`config.mk`:
```
export PLATFORM = sky130hd
export DESIGN_NAME = pvm_queue
export DESIGN_NICKNAME = d
export VERILOG_FILES = /design/src/rtl/pvm_pkg.sv /design/src/rtl/pvm_queue.sv
export SDC_FILE = /design/constraint.sdc
export NUM_CORES = 1
export LEC_CHECK = 0
export BUFFER_PORTS_ARGS = -buffer_cell sky130_fd_sc_hd__buf_2
export CAP_MARGIN = 20
export CORE_MARGIN = 2
export CORE_UTILIZATION = 51
export CTS_BUF_LIST = sky130_fd_sc_hd__clkbuf_8 sky130_fd_sc_hd__clkbuf_16
export DETAILED_ROUTE_END_ITERATION = 8
export PLACE_DENSITY_LB_ADDON = 0.2
export SLEW_MARGIN = 10
export SYNTH_ARGS = -nofsm -noshare
export SYNTH_HDL_FRONTEND = slang
export SYNTH_SLANG_ARGS = --single-unit
```
`constraint.sdc`:
```
create_clock -name i_clk -period 3.82 [get_ports i_clk]
set_input_delay 0.764 -clock i_clk [delete_from_list [all_inputs] [get_ports i_clk]]
set_output_delay 0.764 -clock i_clk [all_outputs]
set_load 0.05 [all_outputs]
```
`src/rtl/pvm_pkg.sv`:
```
// ----------------------------------------------------------------------------
// pvm_pkg
// Types, codes and helpers shared by the voice mixer modules.
// ----------------------------------------------------------------------------
package pvm_pkg;

    // Default sizes
    localparam int PVM_NUM_CLIPS         = 16;
    localparam int PVM_NUM_EFFECT_VOICES = 4;
    localparam int PVM_SAMPLE_WORDS      = 65536;
    localparam int PVM_QUEUE_DEPTH       = 2;

    // Input function codes
    localparam logic [2:0] FUNC_TICK       = 3'd0;
    localparam logic [2:0] FUNC_PLAY_FX    = 3'd1;
    localparam logic [2:0] FUNC_PLAY_TITLE = 3'd2;
    localparam logic [2:0] FUNC_STOP_TITLE = 3'd3;
    localparam logic [2:0] FUNC_STOP_ALL   = 3'd4;
    localparam logic [2:0] FUNC_WRITE      = 3'd5;
    localparam logic [2:0] FUNC_DEFINE     = 3'd6;

    // Command codes carried through the queue
    localparam logic [2:0] CMD_TICK       = 3'd0;
    localparam logic [2:0] CMD_PLAY_FX    = 3'd1;
    localparam logic [2:0] CMD_PLAY_TITLE = 3'd2;
    localparam logic [2:0] CMD_STOP_TITLE = 3'd3;
    localparam logic [2:0] CMD_STOP_ALL   = 3'd4;
    localparam logic [2:0] CMD_WRITE      = 3'd5;

    // Configuration register indexes
    localparam logic [1:0] CFG_READY       = 2'd0;
    localparam logic [1:0] CFG_TITLE_START = 2'd1;
    localparam logic [1:0] CFG_TITLE_LEN   = 2'd2;

    localparam logic signed [15:0] SAT_MAX = 16'sd32767;
    localparam logic signed [15:0] SAT_MIN = -16'sd32768;

    // Classified command; start doubles as write address, data as sample
    typedef struct packed {
        logic [2:0]  op;
        logic [15:0] start;
        logic [16:0] len;
        logic        loops;
        logic [15:0] data;
    } t_cmd;

    typedef struct packed {
        logic full;
        logic empty;
    } t_q_status;

    function automatic logic signed [15:0] sat_add(input logic signed [15:0] a,
                                                   input logic signed [15:0] b);
        logic signed [16:0] s;
        s = 17'(a) + 17'(b);
        if (s > 17'(SAT_MAX)) begin
            return SAT_MAX;
        end else if (s < 17'(SAT_MIN)) begin
            return SAT_MIN;
        end
        return s[15:0];
    endfunction

endpackage

```
`src/rtl/pvm_queue.sv`:
```
// ----------------------------------------------------------------------------
// pvm_queue
// Small command FIFO between the front and back ends.
// ----------------------------------------------------------------------------
module pvm_queue
    import pvm_pkg::*;
#(
    parameter int DEPTH = PVM_QUEUE_DEPTH
) (
    input  logic      i_clk,
    input  logic      i_rst_n,
    input  logic      i_push,
    input  t_cmd      i_cmd,
    input  logic      i_pop,
    output t_cmd      o_cmd,
    output t_q_status o_status
);

    localparam int PW = (DEPTH > 1) ? $clog2(DEPTH) : 1;
    localparam int CW = $clog2(DEPTH + 1);

    t_cmd          r_buf [DEPTH];
    logic [PW-1:0] r_wp;
    logic [PW-1:0] r_rp;
    logic [CW-1:0] r_cnt;
    logic          do_push;
    logic          do_pop;

    assign o_status.full  = (r_cnt == CW'(DEPTH));
    assign o_status.empty = (r_cnt == '0);
    assign do_push = i_push && !o_status.full;
    assign do_pop  = i_pop && !o_status.empty;
    assign o_cmd   = r_buf[r_rp];

    always_ff @(posedge i_clk) begin
        if (!i_rst_n) begin
            r_wp  <= '0;
            r_rp  <= '0;
            r_cnt <= '0;
        end else begin
            if (do_push) begin
                r_wp <= (r_wp == PW'(DEPTH - 1)) ? '0 : r_wp + 1'b1;
            end
            if (do_pop) begin
                r_rp <= (r_rp == PW'(DEPTH - 1)) ? '0 : r_rp + 1'b1;
            end
            if (do_push && !do_pop) begin
                r_cnt <= r_cnt + 1'b1;
            end else if (do_pop && !do_push) begin
                r_cnt <= r_cnt - 1'b1;
            end
        end
    end

    always_ff @(posedge i_clk) begin
        if (do_push) begin
            r_buf[r_wp] <= i_cmd;
        end
    end

endmodule

```
==> results.txt <==
----------------------------------------------------
[Run status]
  Result of the run ... complete, no violations

[STA]
  Tmin final ... 2.66 ns
  Number of endpoints failing setup at the final stage ... 0
  Final hold violation count ... 0
  Worst slew margin relative to its limit ... about half
  Fmax achieved ... roughly 380 MHz
  Slew of the pin with the lowest slew margin ... between 0.7 and 0.8 ns
  Post-Route Skew ... between 0.006 and 0.007 ns
  Total negative setup slack ... 0 ns
  Setup repair after global routing missed its margin ... no
  Portion of the clock cycle consumed by the worst path in the final layout ... 69.7%
  Worst hold slack across all endpoints ... approximately 0.53 ns
  Number of pins exceeding their max-slew limit in the final report ... 0

[Critical path]
  WP buf/inv ... 2
  Critical Path End Type ... output port
  Start-to-end type of the worst setup path ... reg2out
  Crit path depth ... 3
  CP max stage delay ... about 0.67 ns
  Slowest cell on the critical path ... sky130_fd_sc_hd__dfxtp_2
  Setup crit start kind ... flip-flop
  RR Startpoint ... r_cnt[0]
  Worst path arrival time ... 1.90 ns
  Critical Path Fanout Max ... 33
  Top Family by Delay on Critical Path ... flip-flops
  Number of cells traversed by the worst register-to-register path ... 4
  Worst Path Required ... between 3 and 4 ns
  Worst-path cell chain ... buf_12, mux2_2, buf_2

[Clock tree]
  Clock edge transition at the registers on the reported setup and hold paths ... around 0.09 ns
  Insertion delay to the later sink of the worst-skew pair ... 0.35 ns
  Sink count of the clock tree ... around 110
  TritonCTS clock tree ... done
  Maximum buffer depth of the clock tree ... 2
  Buffer count from post-CTS setup fixing ... 0
  Number of gates resized after CTS ... 0
  Hold-fix buffer count after cts ... 0
  H-tree depth ... 3
  Clock root cell ... sky130_fd_sc_hd__clkbuf_8
  Number of CTS-inserted buffers ... 9

[GRT]
  Global routing usage on met2 ... around a quarter
  Antenna violations before repair ... 0
  Wire length of the first global-routing pass ... between 10 and 15 mm
  Global route total overflow ... 0
  Vias in the first global route ... between 2000 and 2500
  Gr busiest metal ... met2
  Met1 global-route usage ... 20.0%
  Met3 usage in global routing ... about 3.8%
  Maximum number of pins on one net before global-route repair ... between 50 and 60
  Total global-route track usage ... about 16%

[Finish]
  Register area ... 3280 um^2
  Fill cells ... between 500 and 600
  Area growth from synthesis to final layout ... 21.7%
  Antenna diode instance count ... 0
  Fraction of final layout cells sized beyond drive strength 1 ... approximately three fifths
  Combined area of the multi-input logic cells ... roughly 730 um^2
  Number of nets at the end of the flow ... between 300 and 400

[Min path]
  Worst hold stages ... 2
  HP Class ... reg2reg
  Startpoint of the lowest-slack hold path ... r_cnt[1]

[Floorplanning]
  Horizontal die dimension ... 93.2 um
  Vertical die dimension ... roughly 93 um
  Total Die Area ... slightly below 9000 um^2
  Core outline area ... between 7000 and 8000 um^2
  Initial standard-cell utilization of the core ... 52.5%
  Count of pins on the block boundary ... 112
  Core Rows ... 32

[Route]
  Via count ... 2109
  Remaining DRCs ... 0
  Avg Vias per Cell ... 5.06
  Number of violations reported at the end of detailed-routing iteration 0 ... between 80 and 90
  DRT antenna net count ... 0
  Drt total wl ... 6.70 mm
  Number of search-and-repair iterations in the first detailed-routing pass ... 4
  Final routed wire length divided by cell count ... 16.1 um

[Power]
  Pleak ... between 1.5 and 2 nW
  Total power of the final layout ... roughly 3.7 mW
  Worst VDD drop ... 0.395 mV
  Pwr Density ... 741 nW/um^2

[Synth]
  Syn. warnings ... 0
  Netlist Area Pre-Place ... between 4000 and 5000 um^2
  Register area share after synthesis ... between 80% and 90%
  Number of flip-flops and latches in the synthesized netlist ... approximately 110
  Number of distinct library cells after synthesis ... 21
  Cells after Synth ... 190
  Mean instance size in the synthesized netlist ... around 21 um^2
  Post-synth net total ... ~250

[Placement]
  I/O Buffers ... 111
  Half-perimeter wire length after detailed placement ... 4.39 mm
  Final Wtd Congestion ... slightly below 0.7

[Flow run]
  MaxCap Viol Count ... 0

----------------------------------------------------
-- placed cells by master, fill, tap and decap left out --
cell type and instances:
sky130_fd_sc_hd__buf_2 111, sky130_fd_sc_hd__edfxtp_1 106, sky130_fd_sc_hd__mux2_2 53, sky130_fd_sc_hd__clkbuf_8 9
sky130_fd_sc_hd__dfxtp_1 4, sky130_fd_sc_hd__and2_1 3, sky130_fd_sc_hd__buf_4 3, sky130_fd_sc_hd__inv_1 2
sky130_fd_sc_hd__nor2_1 2, sky130_fd_sc_hd__xnor2_1 2, sky130_fd_sc_hd__clkinvlp_4 2, sky130_fd_sc_hd__clkinv_1 2
sky130_fd_sc_hd__nand2b_1 1, sky130_fd_sc_hd__inv_2 1, sky130_fd_sc_hd__o21ai_1 1, sky130_fd_sc_hd__and3_2 1
sky130_fd_sc_hd__nor3_4 1, sky130_fd_sc_hd__a21boi_0 1, sky130_fd_sc_hd__o21a_1 1, sky130_fd_sc_hd__xor2_1 1
sky130_fd_sc_hd__o21ai_0 1, sky130_fd_sc_hd__or3_1 1, sky130_fd_sc_hd__a21boi_1 1, sky130_fd_sc_hd__ha_1 1
sky130_fd_sc_hd__dfxtp_2 1, sky130_fd_sc_hd__bufinv_16 1, sky130_fd_sc_hd__clkinv_4 1, sky130_fd_sc_hd__buf_12 1
-- flip-flops by register name, indices dropped and copies added (netlist names), named ones only --
register  flops
r_buf       106
r_cnt         2
r_rp          1
r_wp          1
-- area by class of cell --
class,count,area share [%]
Sequential cell,111,66.5
Multi-Input combinational cell,71,14.8
Timing Repair Buffer,115,12.1
Tap cell,102,2.58
Clock buffer,9,2.51
Clock inverter,7,1.32
Inverter,2,0.152
-- metrics by stage --
stage	area [um^2]	std cells	worst slack (ns)	utilization [%]
floorplan	4060	190	0.429	-
global placement	4750	401	1.51	61.4
detailed placement	4750	401	1.51	61.4
CTS	4940	417	1.11	63.9
global route	4940	417	1.04	63.9
finish	4940	417	1.16	63.9
-- logic make-up (layout without fill, tap and decap cells) --
logic type | count (synthesis) | in the layout | share of synthesized area, %
flops | 111 | 111 | 80.9
mux | 53 | 53 | 14.7
simple gates | 9 | 9 | 1.36
buf+inv | 8 | 133 | 1.23
compound gates | 5 | 5 | 0.802
xor+xnor | 3 | 3 | 0.648
fa+ha+maj | 1 | 1 | 0.308
-- worst min-delay path, cell delays in order (launching register included) --
cell and delay [ns]:
sky130_fd_sc_hd__dfxtp_1 0.35, sky130_fd_sc_hd__o21ai_0 0.08, sky130_fd_sc_hd__a21boi_1 0.06
-- Yosys cell counts --
cell | n | share of area (%)
sky130_fd_sc_hd__o21a_1 | 1 | 0.19
sky130_fd_sc_hd__a21boi_0 | 1 | 0.19
sky130_fd_sc_hd__o21ai_1 | 1 | 0.12
sky130_fd_sc_hd__nor3_2 | 1 | 0.25
sky130_fd_sc_hd__mux2_2 | 53 | 15
sky130_fd_sc_hd__dfxtp_1 | 5 | 2.5
sky130_fd_sc_hd__and3_1 | 1 | 0.15
sky130_fd_sc_hd__and2_1 | 3 | 0.46
sky130_fd_sc_hd__or3_1 | 1 | 0.15
sky130_fd_sc_hd__xor2_1 | 1 | 0.22
sky130_fd_sc_hd__nor2_1 | 2 | 0.19
sky130_fd_sc_hd__inv_2 | 1 | 0.092
sky130_fd_sc_hd__buf_2 | 1 | 0.12
sky130_fd_sc_hd__o21ai_0 | 1 | 0.12
sky130_fd_sc_hd__edfxtp_1 | 106 | 78
sky130_fd_sc_hd__a21boi_1 | 1 | 0.19
sky130_fd_sc_hd__nand2b_1 | 1 | 0.15
sky130_fd_sc_hd__xnor2_1 | 2 | 0.43
sky130_fd_sc_hd__buf_4 | 5 | 0.93
sky130_fd_sc_hd__inv_1 | 1 | 0.092
sky130_fd_sc_hd__ha_1 | 1 | 0.31
-- final timing paths --
path | slack, ns | end
min reg2reg | 0.53 | r_cnt[1]
max | 1.16 | o_cmd[13]
max reg2reg | 2.01 | r_buf[0][35]
min | 0.53 | r_cnt[1]
-- power breakdown --
part	switching (mW)	total [mW]	internal [mW]	leakage, nW
sequential	0.0739	1.60	1.53	1.03
clock	0.357	0.654	0.298	0.0917
combinational	1.00	1.40	0.399	0.716
-- routing by layer --
metal	wire, um	share of wire [%]
met1	2940	44
met3	388	5.8
met2	3180	47
met5	0	0
met4	189	2.8
Note: power is estimated with default switching activity, not from simulation.
